[src/mtph_pkg.sv]
// Package: shared types, codes and defaults for the mode tracker.
`timescale 1ns / 1ps
`default_nettype none

package mtph_pkg;

    localparam int TABLE_SIZE_DEF  = 1024;
    localparam int SAMPLE_BITS_DEF = 16;
    localparam int COUNT_BITS_DEF  = 16;

    // Width of the sample field and of the hashed value.
    localparam int FIELD_W = 16;

    localparam logic ACT_ADD   = 1'b0;
    localparam logic ACT_CLEAR = 1'b1;

    typedef struct packed {
        logic               action;
        logic [FIELD_W-1:0] sample;
    } req_t;

    typedef struct packed {
        logic [FIELD_W-1:0] mode_value;
        logic [FIELD_W-1:0] mode_count;
        logic               table_full;
    } resp_t;

    typedef enum logic [2:0] {
        S_CLEAR,
        S_IDLE,
        S_HASH,
        S_MOD,
        S_READ,
        S_CHECK,
        S_DONE
    } state_t;

endpackage

`default_nettype wire

[src/mtph_home.sv]
// Home slot unit: two-stage key modulo table size by reciprocal multiply.
`timescale 1ns / 1ps
`default_nettype none

module mtph_home
    import mtph_pkg::*;
#(
    parameter int TABLE_SIZE = TABLE_SIZE_DEF
) (
    input  wire logic                          aclk,
    input  wire logic [FIELD_W-1:0]            key,
    output logic      [$clog2(TABLE_SIZE)-1:0] home_pos
);

    localparam int IDXW = $clog2(TABLE_SIZE);
    localparam int PW   = 2 * FIELD_W + FIELD_W;
    localparam int RW   = FIELD_W + 2;
    // floor(2^32 / TABLE_SIZE): the quotient estimate is exact or one short.
    localparam logic [2*FIELD_W-1:0] HASH_MUL =
        (2*FIELD_W)'((64'd1 << (2 * FIELD_W)) / TABLE_SIZE);

    logic [PW-1:0]      prod;
    logic [FIELD_W-1:0] quot_reg;
    logic [RW-1:0]      qt;
    logic [RW-1:0]      rem;
    logic [RW-1:0]      rem_fix;
    logic [IDXW-1:0]    pos_reg;

    assign prod = PW'(key) * PW'(HASH_MUL);

    always_ff @(posedge aclk) begin
        quot_reg <= prod[PW-1:2*FIELD_W];
    end

    // Remainder lands in [0, 2*TABLE_SIZE); one compare and subtract fixes it.
    assign qt      = RW'(quot_reg) * RW'(TABLE_SIZE);
    assign rem     = RW'(key) - qt;
    assign rem_fix = (rem >= RW'(TABLE_SIZE)) ? rem - RW'(TABLE_SIZE) : rem;

    always_ff @(posedge aclk) begin
        pos_reg <= IDXW'(rem_fix);
    end

    assign home_pos = pos_reg;

endmodule

`default_nettype wire

[config.mk]
export PLATFORM = sky130hd
export DESIGN_NAME = mtph_home
export DESIGN_NICKNAME = d
export VERILOG_FILES = /design/src/mtph_pkg.sv /design/src/mtph_home.sv
export SDC_FILE = /design/constraint.sdc
export NUM_CORES = 1
export LEC_CHECK = 0
export BUFFER_PORTS_ARGS = -buffer_cell sky130_fd_sc_hd__buf_2
export CAP_MARGIN = 20
export CORE_AREA = 2 2 39 41
export DETAILED_ROUTE_END_ITERATION = 10
export DIE_AREA = 0 0 41 43
export PLACE_DENSITY = 0.52
export SLEW_MARGIN = 40
export SYNTH_ARGS = -nofsm -noshare
export SYNTH_HDL_FRONTEND = slang
export SYNTH_SLANG_ARGS = --single-unit
export TNS_END_PERCENT = 5
[constraint.sdc]
create_clock -name aclk -period 0.8 [get_ports aclk]
set_clock_uncertainty 0.1 [all_clocks]
set_input_delay 0.04 -clock aclk [delete_from_list [all_inputs] [get_ports aclk]]
set_output_delay 0.04 -clock aclk [all_outputs]
set_load 0.02 [all_outputs]
# Word level (Yosys, flattened, before mapping)
# Cells that the tools add are included.
# Widths: inputs -> output; s select.
[totals]
output_inout_bits = 10
reg_bits = 16
word_cells = 6
inputBits = 17
[op_classes]
muxes = 1
add_sub_neg = 2
n_lt_le_gt_ge = 1
[ops]
columns = ["cell", "count"]
rows = [
  ["$ge 18x11->1 const B", 1],
  ["$sub 16x16->17", 1],
  ["$mux 10", 1],
  ["$sub 10x1->10 const B", 1],
]

# Depth between registers and ports, before layout
# Gate-level depths: netlist (run 1).
[depth]
word_depth = 3
depth_mapped = 0

# Worst setup path after synthesis (run 1)
# OpenSTA, ideal clock, no wires.
[synth_timing]
kind = "flip-flop to output port"
from = "reg pos_reg[0] (netlist: home_pos[0])"
to = "out home_pos[0]"
t_arrival_ns = 0.395
path_buffers = 0
setup_slack_ns = 0.265
stages_incl_launch_ff = 1
required_time_ns = 0.660
cell_sequence = "dfxtp_1"
[synth_rtl]
columns = ["element", "line", "rtl"]
rows = [
  ["start: declaration", "mtph_home.sv:27", "logic [IDXW-1:0] pos_reg;"],
  ["start signal: assignment", "mtph_home.sv:41", "pos_reg <= IDXW'(rem_fix);"],
  ["end: declaration", "mtph_home.sv:12", "output logic [$clog2(TABLE_SIZE)-1:0] home_pos"],
]
# No word-level cell between the ends.

# Final worst setup path (run 1)
[layout_timing]
from = "reg pos_reg[4] (netlist: home_pos[4])"
to = "out home_pos[4]"
# No word-level cell between the ends.

==> results of run 1 <==
==> power groups by stage <==
stage	Sequential [mW]	Clock (mW)	Combinational, mW
after floorplan	0.578	0	0
after global placement	0.544	0	0.0849
after detailed placement	0.544	0	0.0853
after CTS	0.545	0.325	0.152
after global routing	0.548	0.357	0.164
final	0.545	0.311	0.153
==> area by class of cell <==
cell class	count	area, um^2	area share
repair buffers	30	263	0.507
well taps	16	20.0	0.0386
clock buffers	3	22.5	0.0435
flip-flops and latches	10	213	0.411
==> layer usage <==
layer,global-route usage,vias to the layer above,routed length [um]
li1,-,97,-
met1,0.0951,86,256
met2,0.144,21,289
met3,0.0576,2,103
met4,0.100,0,8
met5,0,-,0
==> repair_timing <==
action / 4_1_cts / 5_1_grt
endpoints found under the setup margin: 10 / 10
resized for setup: 30 / 0
hold endpoints to repair: 10 / 0
hold buffers: 10 / 0
==> worst max-delay path by stage <==
stage | start | to | slack (ns) | cells after the start
floorplan | home_pos[0] | home_pos[0] | 0.26 | 0
finish | home_pos[4] | home_pos[4] | -0.04 | 1
detailed placement | home_pos[4] | home_pos[4] | 0.20 | 1
global placement | home_pos[8] | home_pos[8] | 0.20 | 1
global route | home_pos[8] | home_pos[8] | -0.07 | 1
CTS | home_pos[4] | home_pos[4] | -0.04 | 1
==> cell usage after synthesis <==
cell,n,area [um^2]
dfxtp_1,10,200
==> cell families (layout without fill, tap and decap cells) <==
logic type / after synthesis / in the layout
buffers and inverters: 0 / 33
flip-flops: 10 / 10
==> metrics by stage <==
| step | instance area [um^2] | utilization | setup TNS (ns) |
|---|---|---|---|
| finish | 518 | 0.374 | -0.283 |
| global route | 518 | 0.374 | -0.600 |
| CTS | 518 | 0.374 | -0.383 |
| detailed placement | 320 | 0.231 | 0 |
| global placement | 320 | 0.231 | 0 |
| floorplan | 200 | - | 0 |
==> results.md, run 1 <==
- Initial antenna violation count: 0
- Multiplexer share of the synthesized area: 0
- Total congestion overflow: 0
- Min-delay worst type: in -> reg
- Port buffer count: 20
- Non-filler cells, final: between 50 and 60
- Starting Density: 0.145
- Crit path setup slack, layout: -0.0368 ns
- P_leak: between 0.2 and 0.25 nW
- Compound-Gate Fraction of Synth Area: 0
- Max-Cap Viols: 0
- ANT cells: 0
- Clk pwr share: 0.308
- Crit-path max FO: 1
- Power consumption: about 1.0 mW
- Core area: about 1400 um^2
- Hold Path End: home_pos[4]
- Total track usage: 0.102
- #FFs+latches synth: 10
- Nets: 62
- Critical path arrival: around 0.70 ns
- Total routed wirelength: approximately 660 um
- Share of cells above drive strength 1: 0.767
- Crit-path cells: buf_6
- Period utilization: 1.05
- Syn avg cell area: roughly 20 um^2
- Clk slew on worst S/H paths: 0.06 ns
- Ys Warns: 0
- Sw Share: 0.208
- Num ports: 27
- Syn nets: 27
- Failing checks: setup timing
- Row count: 14
- CTS tree: done
- Pwr Density: between 1500 and 2000 nW/um^2
- Simple-gate share of the synthesized area: 0
- Int Power: 799 uW
- DRT Pass-1 Iters: 2
- Wirelength per Cell: 11.2 um
- Clk buf depth: 2
- Worst slack, placed: roughly 0.2 ns
- Hold slack: 0.321 ns
- Final Slew Violations: 0
- DR vias: 206
- Average vias per placed instance: approximately 3.5
- Synth cell types: 1
- Die Y: 43 um
- Hold Fails Final Rpt: 0
- Width of the die: 41 um
- DR DRC count: 0
- Synth Cell Area: 200 um^2
- H-tree Lvls: 1
- Hold Startpoint: key[4]
- RSZ-0062 raised after global routing: yes
- Post-CTS setup buffers: 0
- Data required time of the worst path: ~0.66 ns
- Fillers: between 100 and 150
- Outcome: finished, violations left
- Antenna Nets Post-Route: 0
- Commonest cells after routing, fill and taps aside: 10 x dlygate4sd3_1, 10 x dfxtp_2, 10 x buf_2, 10 x buf_6, 3 x clkbuf_4
- Clock buffer count from CTS: 3
- Sequential share of power: 0.541
- Worst Path Buf+Inv: 1
- Crit path time final: approximately 0.84 ns
- GPL Wtd Cong: 0.656
- Post-synthesis xor/xnor area fraction: 0
- CP delay by family, top: flip-flops
- CTS Root Cell: clkbuf_4
- Crit start category: register
- Full die area: 1760 um^2
- Multi-input comb cells: 0
- Crit path max-delay cell type: dfxtp_2
- 1st-iter DRT viols: 2
- Layout area overhead: 159%
- Peak Freq: around 1200 MHz
- Syn Inst Count: 10
- Placed insts: 46
- Largest net degree at the start of global routing: 6
- Sequential area share after synthesis: 1.00
- Crit. End Element: output port
- Maximum vdd drop: approximately 770 uV
- Slew HR: 0.952
- Area of the multi-input gates: 0 um^2
- Crit path kind: reg -> out
- Worst-margin pin slew: 0.0713 ns
- Psw: ~210 uW
- Final setup violation count: 10
- Hold path cells: 2
- Vias in the first global route: about 260
- Comb pwr share: 0.152
- Adder-Cell Fraction of Synth Area: 0
- First-pass GRT wire length: 1.04 mm
- Clk sinks: 10
- Max reg flops: 10
- Max incr delay on CP: 0.32 ns
Power figures use the tool's default switching activity.
==> run 2, diff against run 1 <==
--- a/config.mk
+++ b/config.mk
@@ -5,12 +5,12 @@
 export SDC_FILE = /design/constraint.sdc
 export NUM_CORES = 1
 export LEC_CHECK = 0
+export ABC_CLOCK_PERIOD_IN_PS = 800
 export BUFFER_PORTS_ARGS = -buffer_cell sky130_fd_sc_hd__buf_2
 export CAP_MARGIN = 20
 export CORE_AREA = 2 2 39 41
 export DETAILED_ROUTE_END_ITERATION = 10
 export DIE_AREA = 0 0 41 43
-export PLACE_DENSITY = 0.52
 export SLEW_MARGIN = 40
 export SYNTH_ARGS = -nofsm -noshare
 export SYNTH_HDL_FRONTEND = slang
==> run 2 against run 1 <==
  * The run still ends with setup timing left
  * Fmax is 0.27% higher
  * Cell count stayed put
  * Global-route usage is 1.8 points lower
  * Via count is 5.3% lower
  * Sequential share of layout area stayed put
  * Routed wire length is 13% lower
==> results.md, run 2 (synthesized netlist as in run 1, its figures left out) <==
- Final setup violation count: 10 (unchanged)
- Total congestion overflow: 0 (unchanged)
- Power consumption: 1.01 mW (+0.13%)
- Max reg flops: 10 (unchanged)
- Crit. End Element: output port
- Num ports: 27 (unchanged)
- Crit start category: register
- Clock buffer count from CTS: 3 (unchanged)
- Wirelength per Cell: 9.69 um (-13%)
- Setup tns final: -0.293 ns (-0.00976 ns)
- P_leak: 0.240 nW (unchanged)
- Area of the multi-input gates: 0 um^2 (unchanged)
- Full die area: 1760 um^2 (unchanged)
- Outcome: finished, violations left
- Port buffer count: 20 (unchanged)
- Core area: 1380 um^2 (unchanged)
- H-tree Lvls: 1 (unchanged)
- Post-CTS setup buffers: 0 (unchanged)
- Hold slack: 0.315 ns (-0.00678 ns)
- Data required time of the worst path: 0.66 ns (about the same)
- Clk slew on worst S/H paths: 0.06 ns (about the same)
- Worst Path Buf+Inv: 1 (unchanged)
- Layout area overhead: 159% (unchanged)
- Fillers: 136 (+0.74%)
- CP startpoint: home_pos[2]
- 1st-iter DRT viols: 0 (-2)
- Row count: 14 (unchanged)
- Crit-path cells: buf_6
- Largest net degree at the start of global routing: 6 (unchanged)
- Vias in the first global route: 215 (-18%)
- Hold Fails Final Rpt: 0 (unchanged)
- Initial antenna violation count: 0 (unchanged)
- Starting Density: 0.145 (unchanged)
- Failing checks: setup timing
- Critical path arrival: 0.69 ns (about the same)
- Max-Cap Viols: 0 (unchanged)
- Nets: 62 (unchanged)
- Maximum vdd drop: 788 uV (+2.7%)
- Commonest cells after routing, fill and taps aside: 10 x dlygate4sd3_1, 10 x dfxtp_2, 10 x buf_2, 10 x buf_6, 3 x clkbuf_4
- Crit path max-delay cell type: dfxtp_2
- DR vias: 195 (-5.3%)
- GPL Wtd Cong: 0.710 (+8.2%)
- Antenna Nets Post-Route: 0 (unchanged)
- Pwr Density: 1950 nW/um^2 (+0.13%)
- DRT Pass-1 Iters: 1 (-1)
- CP delay by family, top: flip-flops
- Max incr delay on CP: 0.32 ns (about the same)
- RSZ-0062 raised after global routing: yes
- ANT cells: 0 (unchanged)
- Crit path time final: 0.834 ns (-0.00227 ns)
- Average vias per placed instance: 3.31 (-5.3%)
- Worst-margin pin slew: 0.0576 ns (-0.0137 ns)
- Crit path setup slack, layout: -0.0345 ns (+0.00227 ns)
- DR DRC count: 0 (unchanged)
- CTS Root Cell: clkbuf_4
- Clk sinks: 10 (unchanged)
- Crit path kind: reg -> out
- Min-delay worst type: in -> reg
- Multi-input comb cells: 0 (unchanged)
- Die Y: 43 um (unchanged)
- Final core utilization: 0.374 (unchanged)
- Final Slew Violations: 0 (unchanged)
- Slew HR: 0.961 (+0.00913)
- Peak Freq: 1200 MHz (+0.27%)
- Hold Startpoint: key[3]
- Period utilization: 1.04 (-0.00283)
- Width of the die: 41 um (unchanged)
- Hold path cells: 2 (unchanged)
- Hold Path End: home_pos[3]
- Clk buf depth: 2 (unchanged)
- Total routed wirelength: 572 um (-13%)
- Crit-path max FO: 1 (unchanged)
- First-pass GRT wire length: 869 um (-16%)
- CTS tree: done
- Total track usage: 0.0838 (-0.0182)
- Share of cells above drive strength 1: 0.767 (unchanged)
run 2: cell counts in the layout (fill, tap and decap cells not counted):
No cell type changed its count.
run 2: metal layers:
layer | GRT usage | vias up | share of wire | wire length [um]
li1 | - | 96 | - | -
met1 | 0.0885 | 74 | 0.43 | 244
met2 | 0.103 | 23 | 0.35 | 201
met3 | 0.0576 | 2 | 0.20 | 116
met4 | 0.0800 | 0 | 0.016 | 9
met5 | 0 | - | 0 | 0
run 2: per-stage QoR:
stage | instance area [um^2] | setup WS (ns) | std cells
after floorplan | 200 | 0.265 | 10
after global placement | 320 | 0.195 | 46
after detailed placement | 320 | 0.198 | 46
after CTS | 518 | -0.0389 | 59
after global routing | 518 | -0.0734 | 59
final | 518 | -0.0345 | 59
run 2: cell type report:
cell class | instances | area, um^2 | share of cell area
tap | 16 | 20.0 | 0.0386
sequential | 10 | 213 | 0.411
timing repair buffer | 30 | 263 | 0.507
clock buffer | 3 | 22.5 | 0.0435
run 2: repair_timing:
| action | in CTS | in global routing |
|---|---|---|
| hold buffers | 10 | 0 |
| hold endpoints to repair | 10 | 0 |
| setup endpoints to repair | 10 | 10 |
| resized for setup | 30 | 0 |
run 2: worst max-delay path by stage:
stage / end / slack (ns) / depth (start not counted)
floorplan: home_pos[0] / 0.26 / 0
global placement: home_pos[2] / 0.19 / 1
detailed placement: home_pos[4] / 0.20 / 1
CTS: home_pos[2] / -0.04 / 1
global route: home_pos[1] / -0.07 / 1
finish: home_pos[2] / -0.03 / 1
run 2: power breakdown:
part           switching [mW]  leakage [nW]  internal (mW)  total [mW]
clock network           0.142        0.0138          0.172       0.314
registers              0.0133        0.0844          0.531       0.544
logic                  0.0553         0.142         0.0966       0.152
